**src/hdl/arq_rcv_pkg.sv**
```systemverilog
// Shared types, codes and constants of the ARQ receiver.
`timescale 1ns / 1ps
package arq_rcv_pkg;

  // Field and register widths
  localparam int SEQ_W    = 4;
  localparam int MODE_W   = 2;
  localparam int SLEN_W   = 5;
  localparam int EXP_W    = 5;
  localparam int ADDR_W   = 3;
  localparam int DATA_W   = 32;

  // Parameter defaults
  localparam int SEQ_SPACE_DEF = 16;
  localparam int LEN_CAP       = 16;
  localparam int MID_DEPTH_DEF = 2;
  localparam int OUT_DEPTH_DEF = 2;

  // Register reset values
  localparam logic [MODE_W-1:0] MODE_RST = 2'd0;
  localparam logic [SLEN_W-1:0] SLEN_RST = 5'd11;

  // Mode codes
  localparam logic [MODE_W-1:0] MODE_SW  = 2'd0;
  localparam logic [MODE_W-1:0] MODE_GBN = 2'd1;
  localparam logic [MODE_W-1:0] MODE_SR  = 2'd2;

  // Register select codes (paddr bit 2)
  localparam logic REG_MODE = 1'b0;
  localparam logic REG_SLEN = 1'b1;

  // Result kinds
  localparam logic KIND_ACK   = 1'b0;
  localparam logic KIND_DELIV = 1'b1;

  // Active configuration seen by the front and back parts
  typedef struct packed {
    logic [MODE_W-1:0] mode;
    logic [EXP_W-1:0]  len;   // clamped session length
  } cfg_t;

  // One result beat
  typedef struct packed {
    logic             kind;
    logic [SEQ_W-1:0] number;
    logic             last;
  } res_t;

endpackage

```
**src/hdl/arq_receiver_unit.sv**
```systemverilog
// ARQ receiver top level: register port, front filter, back sequencer, result queue.
//
// Usage: push one received sequence number per beat on in_seq_num with push
// while full is low. Results come out as a queue: while empty is low the
// oldest result is on out_kind / out_number / out_last, and pop takes it.
// out_kind is 0 for an acknowledgement and 1 for an in-order delivery;
// out_last marks the final result of one packet. Packets that cause no
// result produce no beat at all.
// A packet waits in the packet queue; its first result is written into the result queue when the sequencer takes it.
// The back sequencer takes each packet together with its ack if any, then
// emits its deliveries one by one and takes no new packet until they are done;
// in selective repeat one packet can give one ack plus up to sixteen deliveries.
// Registers: arq_mode at byte 0x0, session_length at byte 0x4, written by an
// APB setup/access pair; write them only while no packet is in flight.
// Reset (rst_n low, synchronous) empties both queues, clears the expected
// number and marks, and loads arq_mode 0 and session_length 11.
// If pop stays low the result queue fills, the sequencer halts and then the
// packet queue fills and raises full; nothing is lost.
`timescale 1ns / 1ps
module arq_receiver_unit #(
  parameter int SEQ_SPACE = arq_rcv_pkg::SEQ_SPACE_DEF,
  parameter int MID_DEPTH = arq_rcv_pkg::MID_DEPTH_DEF,
  parameter int OUT_DEPTH = arq_rcv_pkg::OUT_DEPTH_DEF
) (
  input  logic                           clk,
  input  logic                           rst_n,
  // Configuration port
  input  logic                           psel,
  input  logic                           penable,
  input  logic                           pwrite,
  input  logic [arq_rcv_pkg::ADDR_W-1:0] paddr,
  input  logic [arq_rcv_pkg::DATA_W-1:0] pwdata,
  output logic [arq_rcv_pkg::DATA_W-1:0] prdata,
  output logic                           pready,
  // Packet input
  input  logic                           push,
  output logic                           full,
  input  logic [arq_rcv_pkg::SEQ_W-1:0]  in_seq_num,
  // Results
  output logic                           empty,
  input  logic                           pop,
  output logic                           out_kind,
  output logic [arq_rcv_pkg::SEQ_W-1:0]  out_number,
  output logic                           out_last
);

  localparam int CAP = (SEQ_SPACE < arq_rcv_pkg::LEN_CAP) ? SEQ_SPACE : arq_rcv_pkg::LEN_CAP;
  localparam logic [arq_rcv_pkg::SLEN_W-1:0] CAP_V = arq_rcv_pkg::SLEN_W'(CAP);
  localparam int RES_W = $bits(arq_rcv_pkg::res_t);

  logic [arq_rcv_pkg::MODE_W-1:0] mode_r, mode_nxt;
  logic [arq_rcv_pkg::SLEN_W-1:0] slen_r, slen_nxt;
  logic                           wr_hit;
  arq_rcv_pkg::cfg_t              cfg;

  logic                           item_pop, item_empty;
  logic [arq_rcv_pkg::SEQ_W-1:0]  item_seq;
  logic                           res_push, res_full;
  arq_rcv_pkg::res_t              res, res_q;
  logic [RES_W-1:0]               res_q_bits;

  // Register writes
  assign pready = 1'b1;
  assign wr_hit = psel & penable & pwrite & pready;

  always_comb begin
    mode_nxt = mode_r;
    slen_nxt = slen_r;
    if (wr_hit) begin
      case (paddr[2])
        arq_rcv_pkg::REG_MODE: mode_nxt = pwdata[arq_rcv_pkg::MODE_W-1:0];
        arq_rcv_pkg::REG_SLEN: slen_nxt = pwdata[arq_rcv_pkg::SLEN_W-1:0];
        default: mode_nxt = mode_r;
      endcase
    end
  end

  always_ff @(posedge clk) begin
    if (!rst_n) begin
      mode_r <= arq_rcv_pkg::MODE_RST;
      slen_r <= arq_rcv_pkg::SLEN_RST;
    end else begin
      mode_r <= mode_nxt;
      slen_r <= slen_nxt;
    end
  end

  // Register reads
  always_comb begin
    case (paddr[2])
      arq_rcv_pkg::REG_MODE:
        prdata = {{(arq_rcv_pkg::DATA_W - arq_rcv_pkg::MODE_W){1'b0}}, mode_r};
      arq_rcv_pkg::REG_SLEN:
        prdata = {{(arq_rcv_pkg::DATA_W - arq_rcv_pkg::SLEN_W){1'b0}}, slen_r};
      default: prdata = '0;
    endcase
  end

  // Clamp session length to 1..CAP
  always_comb begin
    cfg.mode = mode_r;
    if (slen_r == '0) begin
      cfg.len = arq_rcv_pkg::EXP_W'(1);
    end else if (slen_r > CAP_V) begin
      cfg.len = CAP_V;
    end else begin
      cfg.len = slen_r;
    end
  end

  arq_rcv_front #(
    .MID_DEPTH (MID_DEPTH)
  ) u_front (
    .clk        (clk),
    .rst_n      (rst_n),
    .cfg        (cfg),
    .push       (push),
    .full       (full),
    .in_seq_num (in_seq_num),
    .item_pop   (item_pop),
    .item_seq   (item_seq),
    .item_empty (item_empty)
  );

  arq_rcv_back #(
    .MARK_W (CAP)
  ) u_back (
    .clk        (clk),
    .rst_n      (rst_n),
    .cfg        (cfg),
    .item_empty (item_empty),
    .item_seq   (item_seq),
    .item_pop   (item_pop),
    .res_full   (res_full),
    .res_push   (res_push),
    .res        (res)
  );

  arq_rcv_fifo #(
    .WIDTH (RES_W),
    .DEPTH (OUT_DEPTH)
  ) u_out_q (
    .clk     (clk),
    .rst_n   (rst_n),
    .wr_en   (res_push),
    .wr_data (res),
    .full    (res_full),
    .rd_en   (pop),
    .rd_data (res_q_bits),
    .empty   (empty)
  );

  assign res_q      = arq_rcv_pkg::res_t'(res_q_bits);
  assign out_kind   = res_q.kind;
  assign out_number = res_q.number;
  assign out_last   = res_q.last;

endmodule

```
**src/hdl/arq_rcv_fifo.sv**
```systemverilog
// Small register-based queue used between the parts of the ARQ receiver.
`timescale 1ns / 1ps
module arq_rcv_fifo #(
  parameter int WIDTH = 4,
  parameter int DEPTH = 2
) (
  input  logic             clk,
  input  logic             rst_n,
  input  logic             wr_en,
  input  logic [WIDTH-1:0] wr_data,
  output logic             full,
  input  logic             rd_en,
  output logic [WIDTH-1:0] rd_data,
  output logic             empty
);

  localparam int PTR_W = (DEPTH > 1) ? $clog2(DEPTH) : 1;
  localparam int CNT_W = $clog2(DEPTH + 1);
  localparam logic [PTR_W-1:0] PTR_LAST = PTR_W'(DEPTH - 1);
  localparam logic [CNT_W-1:0] CNT_FULL = CNT_W'(DEPTH);

  logic [WIDTH-1:0] mem_r [DEPTH];
  logic [PTR_W-1:0] wr_ptr_r, wr_ptr_nxt;
  logic [PTR_W-1:0] rd_ptr_r, rd_ptr_nxt;
  logic [CNT_W-1:0] cnt_r, cnt_nxt;
  logic             do_wr, do_rd;

  assign full    = (cnt_r == CNT_FULL);
  assign empty   = (cnt_r == '0);
  assign do_wr   = wr_en & ~full;
  assign do_rd   = rd_en & ~empty;
  assign rd_data = mem_r[rd_ptr_r];

  // Advance pointers and fill count
  always_comb begin
    wr_ptr_nxt = wr_ptr_r;
    rd_ptr_nxt = rd_ptr_r;
    cnt_nxt    = cnt_r;
    if (do_wr) begin
      wr_ptr_nxt = (wr_ptr_r == PTR_LAST) ? '0 : wr_ptr_r + 1'b1;
    end
    if (do_rd) begin
      rd_ptr_nxt = (rd_ptr_r == PTR_LAST) ? '0 : rd_ptr_r + 1'b1;
    end
    if (do_wr & ~do_rd) begin
      cnt_nxt = cnt_r + 1'b1;
    end else if (do_rd & ~do_wr) begin
      cnt_nxt = cnt_r - 1'b1;
    end
  end

  always_ff @(posedge clk) begin
    if (!rst_n) begin
      wr_ptr_r <= '0;
      rd_ptr_r <= '0;
      cnt_r    <= '0;
    end else begin
      wr_ptr_r <= wr_ptr_nxt;
      rd_ptr_r <= rd_ptr_nxt;
      cnt_r    <= cnt_nxt;
    end
  end

  // Store payload
  always_ff @(posedge clk) begin
    if (do_wr) begin
      mem_r[wr_ptr_r] <= wr_data;
    end
  end

endmodule

```
**src/hdl/arq_rcv_front.sv**
```systemverilog
// Front part: accepts packets, drops those of the unused mode, queues the rest.
`timescale 1ns / 1ps
module arq_rcv_front #(
  parameter int MID_DEPTH = arq_rcv_pkg::MID_DEPTH_DEF
) (
  input  logic                         clk,
  input  logic                         rst_n,
  input  arq_rcv_pkg::cfg_t            cfg,
  input  logic                         push,
  output logic                         full,
  input  logic [arq_rcv_pkg::SEQ_W-1:0] in_seq_num,
  input  logic                         item_pop,
  output logic [arq_rcv_pkg::SEQ_W-1:0] item_seq,
  output logic                         item_empty
);

  logic keep;

  // Drop everything in the unused mode; out-of-range packets still go on,
  // since they restart a session left past a shrunk length
  always_comb begin
    keep = 1'b1;
    if (cfg.mode != arq_rcv_pkg::MODE_SW && cfg.mode != arq_rcv_pkg::MODE_GBN &&
        cfg.mode != arq_rcv_pkg::MODE_SR) begin
      keep = 1'b0;
    end
  end

  arq_rcv_fifo #(
    .WIDTH (arq_rcv_pkg::SEQ_W),
    .DEPTH (MID_DEPTH)
  ) u_mid_q (
    .clk     (clk),
    .rst_n   (rst_n),
    .wr_en   (push & keep),
    .wr_data (in_seq_num),
    .full    (full),
    .rd_en   (item_pop),
    .rd_data (item_seq),
    .empty   (item_empty)
  );

endmodule

```
**src/hdl/arq_rcv_back.sv**
```systemverilog
// Back part: keeps the expected number and marks, emits acks and deliveries.
`timescale 1ns / 1ps
module arq_rcv_back #(
  parameter int MARK_W = arq_rcv_pkg::LEN_CAP
) (
  input  logic                          clk,
  input  logic                          rst_n,
  input  arq_rcv_pkg::cfg_t             cfg,
  input  logic                          item_empty,
  input  logic [arq_rcv_pkg::SEQ_W-1:0] item_seq,
  output logic                          item_pop,
  input  logic                          res_full,
  output logic                          res_push,
  output arq_rcv_pkg::res_t             res
);

  localparam logic ST_IDLE  = 1'b0;
  localparam logic ST_DELIV = 1'b1;
  localparam logic [MARK_W-1:0] ONE = {{(MARK_W-1){1'b0}}, 1'b1};

  logic                          st_r, st_nxt;
  logic [arq_rcv_pkg::EXP_W-1:0] expected_r, expected_nxt;
  logic [MARK_W-1:0]             marks_r, marks_nxt;

  logic [arq_rcv_pkg::EXP_W-1:0] exp0, exp_inc, d_inc;
  logic [MARK_W-1:0]             marks0, marks1, seq_bit, marks_clr;
  logic                          stale, hit, below, marked, more, wrap, d_wrap, d_more;
  logic                          in_rng;
  logic [arq_rcv_pkg::EXP_W-1:0] seq_x;

  // Restart a session left at or past the current length
  assign stale   = (expected_r >= cfg.len);
  assign exp0    = stale ? '0 : expected_r;
  assign marks0  = stale ? '0 : marks_r;
  assign seq_x   = {1'b0, item_seq};
  assign in_rng  = (seq_x < cfg.len);
  assign hit     = (seq_x == exp0);
  assign below   = (seq_x < exp0);
  assign exp_inc = exp0 + 1'b1;
  assign wrap    = (exp_inc >= cfg.len);
  assign seq_bit = ONE << item_seq;
  assign marked  = |(marks0 & seq_bit);
  assign marks1  = below ? marks0 : (marks0 | seq_bit);
  assign more    = |(marks1 & (ONE << exp0));

  // Delivery step from the stored expected number
  assign marks_clr = marks_r & ~(ONE << expected_r);
  assign d_inc     = expected_r + 1'b1;
  assign d_wrap    = (d_inc >= cfg.len);
  assign d_more    = |(marks_clr & (ONE << d_inc));

  always_comb begin
    st_nxt       = st_r;
    expected_nxt = expected_r;
    marks_nxt    = marks_r;
    item_pop     = 1'b0;
    res_push     = 1'b0;
    res.kind     = arq_rcv_pkg::KIND_ACK;
    res.number   = item_seq;
    res.last     = 1'b1;
    case (st_r)
      ST_IDLE: begin
        if (!item_empty && !res_full) begin
          item_pop     = 1'b1;
          expected_nxt = exp0;
          marks_nxt    = marks0;
          // Out-of-range packets only restart a stale session
          if (in_rng) begin
            case (cfg.mode)
              arq_rcv_pkg::MODE_SW,
              arq_rcv_pkg::MODE_GBN: begin
                // Ack every packet in stop-and-wait, only in-order ones in go-back-N
                res_push = hit | (cfg.mode == arq_rcv_pkg::MODE_SW);
                if (hit) begin
                  if (wrap) begin
                    expected_nxt = '0;
                    marks_nxt    = '0;
                  end else begin
                    expected_nxt = exp_inc;
                  end
                end
              end
              arq_rcv_pkg::MODE_SR: begin
                // Mark new packets, re-ack old ones, then drain in-order marks
                res_push  = below | ~marked;
                res.last  = ~more;
                marks_nxt = marks1;
                if (more) begin
                  st_nxt = ST_DELIV;
                end
              end
              default: begin
                res_push = 1'b0;
              end
            endcase
          end
        end
      end
      ST_DELIV: begin
        if (!res_full) begin
          res_push   = 1'b1;
          res.kind   = arq_rcv_pkg::KIND_DELIV;
          res.number = expected_r[arq_rcv_pkg::SEQ_W-1:0];
          if (d_wrap) begin
            expected_nxt = '0;
            marks_nxt    = '0;
            res.last     = 1'b1;
            st_nxt       = ST_IDLE;
          end else begin
            expected_nxt = d_inc;
            marks_nxt    = marks_clr;
            res.last     = ~d_more;
            if (!d_more) begin
              st_nxt = ST_IDLE;
            end
          end
        end
      end
      default: begin
        st_nxt = ST_IDLE;
      end
    endcase
  end

  always_ff @(posedge clk) begin
    if (!rst_n) begin
      st_r       <= ST_IDLE;
      expected_r <= '0;
      marks_r    <= '0;
    end else begin
      st_r       <= st_nxt;
      expected_r <= expected_nxt;
      marks_r    <= marks_nxt;
    end
  end

endmodule
```
**config.mk**
```make
export PLATFORM = sky130hd
export DESIGN_NAME = arq_receiver_unit
export DESIGN_NICKNAME = d
export VERILOG_FILES = /design/src/hdl/arq_rcv_pkg.sv /design/src/hdl/arq_receiver_unit.sv /design/src/hdl/arq_rcv_fifo.sv /design/src/hdl/arq_rcv_front.sv /design/src/hdl/arq_rcv_back.sv
export SDC_FILE = /design/constraint.sdc
export NUM_CORES = 1
export LEC_CHECK = 0
export ABC_CLOCK_PERIOD_IN_PS = 4300
export BUFFER_PORTS_ARGS = -buffer_cell sky130_fd_sc_hd__buf_2
export CAP_MARGIN = 20
export CORE_MARGIN = 1.5
export CORE_UTILIZATION = 52
export DETAILED_ROUTE_END_ITERATION = 7
export PLACE_DENSITY_LB_ADDON = 0.3
export SLEW_MARGIN = 5
export SYNTH_ARGS = -nofsm -noshare
export SYNTH_HDL_FRONTEND = slang
export SYNTH_SLANG_ARGS = --single-unit
```
**constraint.sdc**
```tcl
create_clock -name clk -period 4.3 [get_ports clk]
set_input_delay 0.645 -clock clk [delete_from_list [all_inputs] [get_ports clk]]
set_output_delay 0.645 -clock clk [all_outputs]
set_load 0.03 [all_outputs]
```
**Word-level counts from Yosys, hierarchy flattened**

Memories as Yosys holds them, arrays and structs flattened. A register that Yosys moved wholly into a read port is not among the register bits.
Index checks and enable logic that the tools add are counted.

- Register bits: 37
- Bits in latches: 0
- Bits in writable memories: 20
- Bits in read-only memories: 0
- Input port bits: 46
- Logic and storage cells: 154
- Memories: 2

Memories:

| name | depth | width | read ports | clocked after Yosys merged registers in | wr ports | line | text |
|---|---|---|---|---|---|---|---|
| u_out_q.mem_r | 2 | 6 | 1 | 1 | 1 | arq_rcv_fifo.sv:22 | `logic [WIDTH-1:0] mem_r [DEPTH];` |
| u_front.u_mid_q.mem_r | 2 | 4 | 1 | 1 | 1 | arq_rcv_fifo.sv:22 |  |

- Add/subtract/negate cells: 10
- $mul: 0
- Div/mod/pow operators: 0
- Magnitude comparators: 6
- Equality and inequality tests: 9
- Shift-type cells: 4
- Muxes and demuxes: 61
- Bitwise logic cells: 32
- Reduce and logical (&&, ||, !) cells: 19

Operators by type and width:

| operator | number |
|---|---|
| $mux W16 | 8 |
| $and A16 B16 Y16 | 4 |
| $pmux W16 S2 | 2 |
| $pmux W32 S2 | 1 |
| $mux W5 | 11 |
| $reduce_or A16 Y1 | 3 |
| $shl A1 B5 Y16 const A | 3 |
| $mux W1 | 29 |
| $not A16 Y16 | 1 |
| $or A16 B16 Y16 | 1 |
| $shl A1 B4 Y16 const A | 1 |
| $ge A5 B5 Y1 | 3 |
| $not A1 Y1 | 13 |
| $and A1 B1 Y1 | 11 |
| $add A5 B1 Y5 const B | 2 |
| $lt A4 B5 Y1 | 2 |
| $pmux W5 S2 | 1 |
| $mux W2 | 4 |
| $pmux W1 S2 | 4 |
| $eq A2 B2 Y1 const B | 3 |
| $logic_not A2 Y1 | 3 |
| $mux W6 | 1 |
| $reduce_and A2 Y1 | 3 |
| $reduce_bool A2 Y1 | 3 |
| 13 further kinds | 24 |

**Depth between registers and ports, before layout**

Gate-level depths: netlist of the first run.

- Depth in word-level cells: 18
- Mapped depth: 21
- Gate-level depth less buffers: 20

**Hierarchy**

Synthesis of the first run repeated with hierarchy kept, for this count alone.

- Cell total of the unflattened synthesis: 553
- Area total of the unflattened synthesis: 4764.6 µm²

Modules (own cells, without submodules):

| module | instances | cells an instance | area each (µm²) |
|---|---|---|---|
| arq_rcv_back | 1 | 397 | 2955.3 |
| arq_rcv_fifo (u_out_q) | 1 | 44 | 665.6 |
| arq_receiver_unit | 1 | 74 | 613.1 |
| arq_rcv_fifo (u_front.u_mid_q) | 1 | 37 | 519.2 |
| arq_rcv_front | 1 | 1 | 11.3 |

**Least setup slack after synthesis of the first run**

Ideal clock, no wire load.

- Path type: reg-to-reg
- From: register slen_r[1] in the netlist's numbering
- To: register u_back.marks_r[7]
- Library setup time: 115 ps
- Data arrival time: 3846 ps
- Required time: 4185 ps
- Slack: 339 ps
- Cell stages (with the launch flop): 22
- Buffers on the path: 1
- Clock period less this slack: 3961 ps
- Cells stage by stage: dfxtp_1 > nor3_1 > nor2_1 > nor2_1 > ha_1 > nand2b_1 > a31oi_1 > o21a_2 > buf_2 > nand2_1 > inv_1 > ha_1 > nand3_1 > xnor2_1 > nor2_1 > ha_1 > nand2_1 > o21a_1 > o21ai_2 > nor2_1 > o31a_1 > o21a_1

- Word-level cells in the longest chain between the ends: 13
- Elaborated cells on any way between the ends: 23
- Classes of those cells: 1 x add/sub; 6 x order compare; 1 x eq/ne; 13 x mux; 1 x bitwise; 1 x reduce/logical

RTL lines:

| what | line | text |
|---|---|---|
| from (decl) | arq_receiver_unit.sv:52 | `logic [arq_rcv_pkg::SLEN_W-1:0] slen_r, slen_nxt;` |
| from (signal assigned) | arq_receiver_unit.sv:81 | `slen_r <= arq_rcv_pkg::SLEN_RST;` |
| from (signal assigned) | arq_receiver_unit.sv:84 | `slen_r <= slen_nxt;` |
| $gt A5 B5 Y1 | arq_receiver_unit.sv:104 | `end else if (slen_r > CAP_V) begin` |
| $mux W5 | arq_receiver_unit.sv:104 |  |
| $mux W5 * | arq_receiver_unit.sv:102 | `if (slen_r == '0) begin` |
| $ge A5 B5 Y1 | arq_rcv_back.sv:32 | `assign stale = (expected_r >= cfg.len);` |
| $mux W5 | arq_rcv_back.sv:33 | `assign exp0 = stale ? '0 : expected_r;` |
| $add A5 B1 Y5 | arq_rcv_back.sv:39 | `assign exp_inc = exp0 + 1'b1;` |
| $ge A5 B5 Y1 | arq_rcv_back.sv:40 | `assign wrap = (exp_inc >= cfg.len);` |
| $mux W16 | arq_rcv_back.sv:75 | `if (wrap) begin` |
| $mux W16 | arq_rcv_back.sv:74 | `if (hit) begin` |
| $pmux W16 S2 | arq_rcv_back.sv:69 | `case (cfg.mode)` |
| $mux W16 | arq_rcv_back.sv:68 | `if (in_rng) begin` |
| $mux W16 | arq_rcv_back.sv:63 | `if (!item_empty && !res_full) begin` |
| $pmux W16 S2 * | arq_rcv_back.sv:61 | `case (st_r)` |
| to (signal assigned) | arq_rcv_back.sv:133 | `marks_r <= marks_nxt;` |
| to (decl) | arq_rcv_back.sv:23 | `logic [MARK_W-1:0] marks_r, marks_nxt;` |

Every way passes the cells marked *; elsewhere a longest branch is shown, timed or not. The select of a mux whose other input is x is not followed.
A chain may end at the register's enable or synchronous reset.

==> run metrics, run 1 <==
Layout Skew=12.9 ps; initial antenna violation count=0; final number of setup-violating endpoints=0; global-route wire length before repair=21,000 um; FF-to-FF setup slack=300 ps; Worst-Margin Slew=748 ps; Clock Sink Count=59; HPWL after DPL=9690 um; Layout Nets=683; status=complete, but fails checks; maxcap violations=0; Req. time, crit path=4370 ps; IO Pins=87; largest net degree at the start of global routing=45; Post-synth EDFFs=20; vias in the first global route=4,185; post-synthesis compound-gate area fraction=23.5%; Die H=99.0 um; Worst slew margin=50.1%; average wire per standard cell=18.5 um; post-layout min period=4000 ps; via count=4,458; clk buf depth=2; clk_lat worst skew=350 ps; post-synthesis register bit count=59; Starting Density=54.4%; critical path cell sequence=inv_1, nand2_1, ha_1, a21o_1, a31oi_2, o21a_2, buf_4, nand2_1, ha_1, nand2_1, o21ai_0, nand2_1, nor4_1, o221ai_1, a311oi_2, a31oi_1; worst hold path depth=1; hold crit path type=in -> reg; Final ANT Viol Nets=0; violated checks=DRC; Peak VDD IR=0.329 mV; Area Overhead vs Synth=9.25%; simple-gate share of the synthesized area=21.0%; cell area after layout=5230 sq um; P_leak=2.16 nW; Synth Cell Area=4790 sq um; Placeable Area=8810 sq um; min-delay src=in_seq_num[2]; FP Rows=34; largest family of logic cells by synthesized area=compound AO/OA/AOI/OAI gates; R2R Path Start=slen_r[4]; Final Non-Filler Cells=712; global route overflow=0; Max Clk Rate=0.250 GHz; final period utilization=93.0%; Post-CTS Hold Fix Bufs=0; post-synthesis sequential area ratio=28.8%; Avg Inst Size Synth=8.46 sq um; share of cells above drive strength 1=17.7%; Final TNS setup=0 ps; drt first-iter violations=388; Max Slew Vio Count=0; PD cells=634 nW/um^2; YS warnings=0; Post-Syn Instances=566; DR vias/cell=6.26; post-synthesis xor/xnor area fraction=1.83%; Crit Path Category=reg -> reg; Worst R2R Path Depth=16; slowest CP cell=a311oi_2; placed cell area=4970 sq um; Worst R2R End=u_out_q.mem_r[0][0]; port bufs=29; library cells used by synthesis=85; Fin. Hold Viols=0; DRC=4; crit path capture type=register; Synth Flop Type=dfxtp_1; Root Driver=clkbuf_8; gr usage total=27.1%; CTS tree=yes; slowest stage delay, CP=440 ps; Pwr Total=3.32 mW; CTS clk-pin slew, worst paths=80 ps; Num CTS Buffers=9; post-synthesis mux area share=4.91%; Worst Path Max Fanout=8; GPL Wtd Cong=0.964; 1st-pass router iterations=7; htree depth=3; asr flop ratio synth=0%; Worst setup SP type=register; Die ar.=9800 sq um; DP Cell Count=694; RSZ-0062 raised after global routing=yes; Routed WL=13,200 um; Worst EP arrival=4070 ps; Most common cell on crit path=nand2_1; antenna cells=0; Die X-Extent=99.0 um; hold-critical path endpoint=u_front.u_mid_q.mem_r[1][2]; Synth Area in Adders=9.92%
-- report_power, final --
group,internal (mW),switching [mW]
clock network,0.331,0.260
registers,0.701,0.0996
logic,0.680,1.24
total,1.71,1.60
-- registers in the layout, indices dropped and copies added, names as in the netlist, named ones only --
register / count
u_back.expected_r: 5
slen_r: 5
u_front.u_mid_q.cnt_r: 2
u_front.u_mid_q.rd_ptr_r: 1
u_out_q.cnt_r: 2
u_out_q.rd_ptr_r: 1
u_front.u_mid_q.mem_r: 8
u_back.marks_r: 16
u_out_q.wr_ptr_r: 1
u_front.u_mid_q.wr_ptr_r: 1
mode_r: 2
u_back.st_r: 1
u_out_q.mem_r: 12
-- cells in the final DEF, fill, tap and decap left out, types with 5 or more instances in the layout --
cell	instances
mux2i_1	10
o211ai_1	12
nor3_1	9
conb_1	28
nand3_1	19
dfxtp_1	39
inv_1	27
clkbuf_8	9
nor2b_1	10
a21oi_1	39
nand4_1	8
buf_2	29
mux2_2	10
and2_1	13
ha_1	38
buf_4	22
xnor2_1	6
edfxtp_1	20
o21ai_1	5
a21boi_0	6
a31oi_1	11
o21a_1	5
o21ai_0	29
nor2_1	33
nand2_1	53
a22oi_1	6
-- layer usage --
metal / GRT usage [%] / vias to the layer above / wire length [um]
met5: 0 / - / 0
met4: 10.4 / 0 / 396
met3: 5.32 / 42 / 1160
met2: 44.9 / 278 / 6100
met1: 34.9 / 2059 / 5530
li1: - / 2079 / -
-- area by class of cell --
class / count / area (sq um)
Tap cell: 108 / 135
Timing Repair Buffer: 51 / 310
Fill cell: 789 / 3570
Clock buffer: 9 / 124
Multi-Input combinational cell: 447 / 3060
Inverter: 31 / 123
Sequential cell: 59 / 1380
Clock inverter: 7 / 100
-- Yosys cell counts, types with 8 or more instances --
| cell | count | area share (%) |
|---|---|---|
| nand4_1 | 8 | 1.0 |
| nor3_1 | 10 | 1.0 |
| buf_4 | 29 | 4.5 |
| o211ai_1 | 12 | 1.9 |
| o21ai_0 | 29 | 3.0 |
| mux2_2 | 10 | 2.4 |
| inv_1 | 28 | 2.2 |
| and2_1 | 13 | 1.7 |
| a21oi_1 | 39 | 4.1 |
| nor2b_1 | 10 | 1.3 |
| edfxtp_1 | 20 | 13 |
| nor2_1 | 33 | 2.6 |
| ha_1 | 38 | 9.9 |
| nand3_1 | 19 | 2.0 |
| dfxtp_1 | 39 | 16 |
| mux2i_1 | 10 | 2.1 |
| nand2_1 | 53 | 4.2 |
| a31oi_1 | 12 | 1.6 |
| clkbuf_1 | 16 | 1.3 |
| buf_2 | 8 | 0.84 |
-- critical path, delay by kind of cell (launching register included) --
family,cells,cell delay [ps]
AOI/OAI and AO/OA,7,1530
adders and majority gates,2,640
buffers and inverters,2,360
DFF,1,360
and+or+nand+nor,5,830
-- stage by stage --
step	hold slack, ps	setup slack (ps)	utilization, %
after global routing	479	-44.5	59.4
after global placement	492	296	56.4
after CTS	481	119	59.0
final	483	300	59.4
after detailed placement	511	127	56.4
after floorplan	474	339	-
-- worst max path at each step --
| stage | start | to | slack (ps) | cells after the start |
|---|---|---|---|---|
| global route | slen_r[1] | u_back.marks_r[14] | -40 | 21 |
| finish | slen_r[4] | u_out_q.mem_r[0][0] | 300 | 16 |
| CTS | slen_r[1] | u_out_q.mem_r[1][0] | 120 | 16 |
| detailed placement | slen_r[1] | u_out_q.mem_r[0][0] | 130 | 16 |
| global placement | slen_r[1] | u_back.marks_r[9] | 300 | 20 |
| floorplan | slen_r[1] | u_back.marks_r[7] | 340 | 21 |
-- cell families (layout without fill, tap and decap cells) --
family,after synthesis,count (layout)
flip-flops,59,59
buffers and inverters,86,98
multiplexers,21,21
AO/OA/AOI/OAI,165,165
adder cells (fa/ha/maj),38,38
XOR/XNOR,10,10
other,2,28
AND/OR/NAND/NOR,185,185
-- what timing repair did --
action                     CTS  global route
setup buffers                0             2
setup endpoints to repair    0            25
gates resized for setup      0             5
Note: power is estimated with default switching activity, not from simulation.
==> inputs of run 2 (changes only) <==
Settings changed: MAX_ROUTING_LAYER from default to met4, REMOVE_ABC_BUFFERS from default to 1.
==> run 2 against run 1 <==
- the flow still finishes with violations (DRC)
- register-to-register slack gained 40 ps
- clock skew fell by 3.4 ps
- sequential power rose by 2%
- non-clock buffer count down 2
- critical path type unchanged
==> run metrics, run 2 (synthesis gave the netlist of run 1 again) <==
GPL Wtd Cong=0.971; htree depth=3; share of cells above drive strength 1=18.3%; DR vias/cell=6.22; Pwr Total=3.23 mW; Max Clk Rate=0.253 GHz; Placeable Area=8810 sq um; Starting Density=54.4%; average wire per standard cell=18.8 um; Worst-Margin Slew=799 ps; P_leak=2.13 nW; Die H=99.0 um; Num CTS Buffers=9; min-delay src=in_seq_num[1]; CTS clk-pin slew, worst paths=80 ps; Layout Nets=681; Clock Sink Count=59; largest net degree at the start of global routing=45; initial antenna violation count=0; Final ANT Viol Nets=0; Peak VDD IR=0.276 mV; WHS=471 ps; HPWL after DPL=9830 um; Req. time, crit path=4590 ps; Worst Path Max Fanout=6; via count=4,419; status=complete, but fails checks; Worst R2R End=u_back.marks_r[14]; clk_lat worst skew=360 ps; hold crit path type=in -> reg; PD cells=621 nW/um^2; antenna cells=0; post-place setup slack=107 ps; Fin. Hold Viols=0; final number of setup-violating endpoints=0; global route overflow=0; final period utilization=92.1%; commonest non-fill, non-tap cell in the layout=nand2_1; drt first-iter violations=298; gr usage total=28.9%; port bufs=29; fin util=59.1%; Root Driver=clkbuf_8; Biggest register=u_back.marks_r; Worst setup SP type=register; FP Rows=34; maxcap violations=0; FF-to-FF setup slack=340 ps; setup ws final=341 ps; Crit Path Category=reg -> reg; Layout Skew=9.57 ps; Routed WL=13,300 um; Most common cell on crit path=nor2_1; global-route wire length before repair=21,400 um; crit path capture type=register; R2R Path Start=slen_r[1]; worst hold path depth=1; Die X-Extent=99.0 um; Worst slew margin=46.7%; critical path cell sequence=nor3_2, nor2_1, nor2_1, ha_1, nand2b_1, a31oi_2, o21a_2, nand2_2, inv_2, ha_1, nand3_1, xnor2_1, nor2_1, ha_1, a21oi_1, o21a_1, nor2_1, nor2_1, buf_4, nand4_1, o21ai_1; slowest stage delay, CP=360 ps; post-layout min period=3960 ps; most frequent cells in the layout=nand2_1, a21oi_1, dfxtp_1; Worst EP arrival=4240 ps; 1st-pass router iterations=8; violated checks=DRC; Area Overhead vs Synth=8.64%; Worst R2R Path Depth=21; CTS tree=yes; IO Pins=87; slowest CP cell=dfxtp_1; hold-critical path endpoint=u_front.u_mid_q.mem_r[1][1]; largest delay contributor family on the critical path=simple AND/OR/NAND/NOR gates; Largest register FFs=16; top flop regs=u_back.marks_r: 16 flops, u_out_q.mem_r: 12 flops, u_front.u_mid_q.mem_r: 8 flops; vias in the first global route=4,245; clk buf depth=2; Max Slew Vio Count=0; CP bufs+invs=2; Die ar.=9800 sq um; Post-CTS Hold Fix Bufs=0; DRC=1; critical path startpoint=slen_r[1]
run 2: timing repair:
item | 4_1_cts | 5_1_grt
buffers inserted | 0 | 2
hold endpoints to repair | 0 | 0
gates resized for setup | 0 | 11
setup endpoints to repair | 0 | 30
run 2: power breakdown:
part           switching, mW  internal (mW)  total [mW]
Clock                  0.256          0.246       0.502
Combinational           1.24          0.673        1.91
Sequential             0.115          0.701       0.816
run 2: metal layers:
| metal | track usage, % | wire, um |
|---|---|---|
| met1 | 35.8 | 5590 |
| met2 | 46.9 | 6300 |
| met3 | 6.74 | 1130 |
| met4 | 9.01 | 299 |
| met5 | - | 0 |
run 2: worst max path at each step:
stage                          end  slack [ps]  cells past startpoint
5_1_grt         u_back.marks_r[14]         -20                     21
3_5_place_dp   u_out_q.mem_r[1][0]         110                     16
2_1_floorplan  u_out_q.mem_r[0][0]         370                     16
3_3_place_gp   u_out_q.mem_r[0][0]         270                     16
4_1_cts        u_out_q.mem_r[0][0]          70                     16
6_report        u_back.marks_r[14]         340                     21
run 2: final cells by class:
class	instances	area (sq um)
Timing Repair Buffer	49	295
Fill cell	804	3600
Tap cell	108	135
Sequential cell	59	1380
Clock buffer	10	149
Multi-Input combinational cell	447	3070
Inverter	31	123
Clock inverter	6	48.8
run 2: stage by stage:
| step | TNS [ps] | cells | area, sq um |
|---|---|---|---|
| 3_5_place_dp | 0 | 692 | 4950 |
| 5_1_grt | -16.1 | 710 | 5200 |
| 2_1_floorplan | 0 | 537 | 4540 |
| 6_report | 0 | 710 | 5200 |
| 3_3_place_gp | 0 | 692 | 4950 |
| 4_1_cts | 0 | 708 | 5150 |
run 2: worst register-to-register path, stage by stage (launching register included):
cell      delay, ps
dfxtp_1         360
nor3_2          230
nor2_1           70
nor2_1          140
ha_1            240
nand2b_1        150
a31oi_2         220
o21a_2          230
nand2_2         120
inv_2           110
ha_1            190
nand3_1         110
xnor2_1         150
nor2_1          160
ha_1            280
a21oi_1         160
o21a_1          220
nor2_1           80
nor2_1           90
buf_4           180
nand4_1         170
o21ai_1         220
==> inputs of run 3 (changes only) <==
Settings changed: ABC_CLOCK_PERIOD_IN_PS 4300 to 4100, CORE_UTILIZATION 52 to 57.
Clock period 4.3 ns to 4.1 ns, I/O delays scaled along.
==> run 3 against run 2 <==
- the flow now finishes without violations
- flip-flop and latch count stayed put
- sequential share of layout area is 0.25 points lower
- critical path depth is 2 lower
- sequential power is 3.2% higher
- maximum frequency is 0.63% lower
- combinational power is 7% higher
- first-iteration DRC count is 40% higher
- die area is 8.5% lower
- count of clock-buffer cells in the layout is 1 lower
- highest routed layer unchanged
==> run metrics, run 3 (synthesis gave the netlist of run 1 again) <==
clk_lat worst skew=350 ps; Post-CTS Hold Fix Bufs=0; final period utilization=97.2%; P_leak=2.19 nW; grt met2 use=50.8%; Starting Density=58.6%; DP Cell Count=695; gr usage total=31.9%; Final TNS setup=0 ps; hold-critical path endpoint=u_front.u_mid_q.mem_r[1][2]; Worst EP arrival=4210 ps; Worst slew margin=48.9%; GRT busiest layer=met2; top flop regs=u_back.marks_r: 16 flops, u_out_q.mem_r: 12 flops, u_front.u_mid_q.mem_r: 8 flops; Layout Skew=12.6 ps; FF+latch area=1380 sq um; initial antenna violation count=0; 1st-pass router iterations=5; Die X-Extent=94.7 um; commonest non-fill, non-tap cell in the layout=nand2_1; DRC=0; global-route wire length before repair=21,000 um; met3 Track Usage GR=4.75%; CTS clk-pin slew, worst paths=80 ps; final number of setup-violating endpoints=0; Max Clk Rate=0.251 GHz; HPWL after DPL=9830 um; antenna cells=0; Worst-Margin Slew=767 ps; Most common cell on crit path=buf_4; fin util=64.3%; htree depth=3; Worst R2R End=u_back.st_r; share of cells above drive strength 1=19.6%; Final ANT Viol Nets=0; hold crit path type=in -> reg; Die ar.=8960 sq um; critical path cell sequence=nor3_2, nor2_1, nor2_1, ha_1, nand2b_1, a31oi_2, o21a_2, buf_4, nand2_1, buf_4, ha_1, a222oi_1, nor2b_1, a31oi_1, a31oi_1, nor4_1, a311oi_1, buf_4, o31a_1; Area Overhead vs Synth=9.77%; global route overflow=0; Biggest register=u_back.marks_r; FP Rows=33; CTS tree=yes; largest net degree at the start of global routing=45; port bufs=29; critical path startpoint=slen_r[3]; DR vias/cell=6.30; slowest CP cell=nor4_1; average wire per standard cell=18.7 um; IO Pins=87; Largest register FFs=16; crit path capture type=register; min-delay src=in_seq_num[2]; Layout Nets=691; drt first-iter violations=417; Clock Sink Count=59; post-layout min period=3980 ps; most frequent cells in the layout=nand2_1, a21oi_1, dfxtp_1; vias in the first global route=4,278; Fin. Hold Viols=0; Placeable Area=8180 sq um; Worst R2R Path Depth=19; Req. time, crit path=4330 ps; Num CTS Buffers=9; WHS=459 ps; area of the multi-input gates=3060 sq um; Die H=94.7 um; setup ws final=116 ps; Max Slew Vio Count=0; Worst setup SP type=register; fillers=720; post-place setup slack=161 ps; slowest stage delay, CP=380 ps; Worst Path Max Fanout=5; Peak VDD IR=0.342 mV; met1 Use GR=39.0%; worst hold path depth=1; GPL Wtd Cong=0.998; clk buf depth=2; PD cells=649 nW/um^2; Routed WL=13,400 um; Root Driver=clkbuf_8; Crit Path Category=reg -> reg; maxcap violations=0; Final Non-Filler Cells=717; R2R Path Start=slen_r[3]; status=complete, no violations; via count=4,520; FF-to-FF setup slack=120 ps
run 3: how the worst max path moves through the flow:
stage	endpoint	slack [ps]	cells after the start
detailed placement	u_out_q.cnt_r[1]	160	17
floorplan	u_out_q.mem_r[0][0]	170	16
global route	u_out_q.cnt_r[1]	-80	20
CTS	u_back.marks_r[14]	130	21
finish	u_back.st_r	120	19
global placement	u_back.st_r	250	18
run 3: through the flow:
step,power [mW],cell area (sq um)
after floorplan,2.16,4540
after global placement,2.72,5000
after detailed placement,2.77,5000
after CTS,3.30,5190
after global routing,3.62,5260
final,3.42,5260
run 3: power by group:
group,internal (mW),switching [mW]
sequential,0.736,0.106
combinational,0.734,1.30
clock,0.278,0.257
total,1.75,1.67
run 3: worst max-delay path, delay by kind of cell, from the launching register on:
family                   cells  cell delay (ps)
AND/OR/NAND/NOR              7             1140
buffers and inverters        3              460
flip-flops                   1              350
adder cells (fa/ha/maj)      2              460
AO/OA/AOI/OAI                7             1420
run 3: timing repair:
| item | 4_1_cts | 5_1_grt |
|---|---|---|
| endpoints found under the setup margin | 0 | 31 |
| setup buffers | 0 | 6 |
| gates resized for setup | 0 | 11 |
run 3: per-layer routing:
layer  vias to the layer above  wire [um]
met5                         -          0
met4                         0        558
met3                        60       1130
met2                       267       6270
met1                      2103       5430
li1                       2090          -
run 3: cell type report:
| class | count | area share (%) |
|---|---|---|
| tap | 105 | 2.50 |
| inverter | 31 | 2.33 |
| sequential | 59 | 26.3 |
| clock inverter | 7 | 1.28 |
| clock buffer | 9 | 2.36 |
| multi-input combinational | 447 | 58.2 |
| timing repair buffer | 59 | 7.04 |
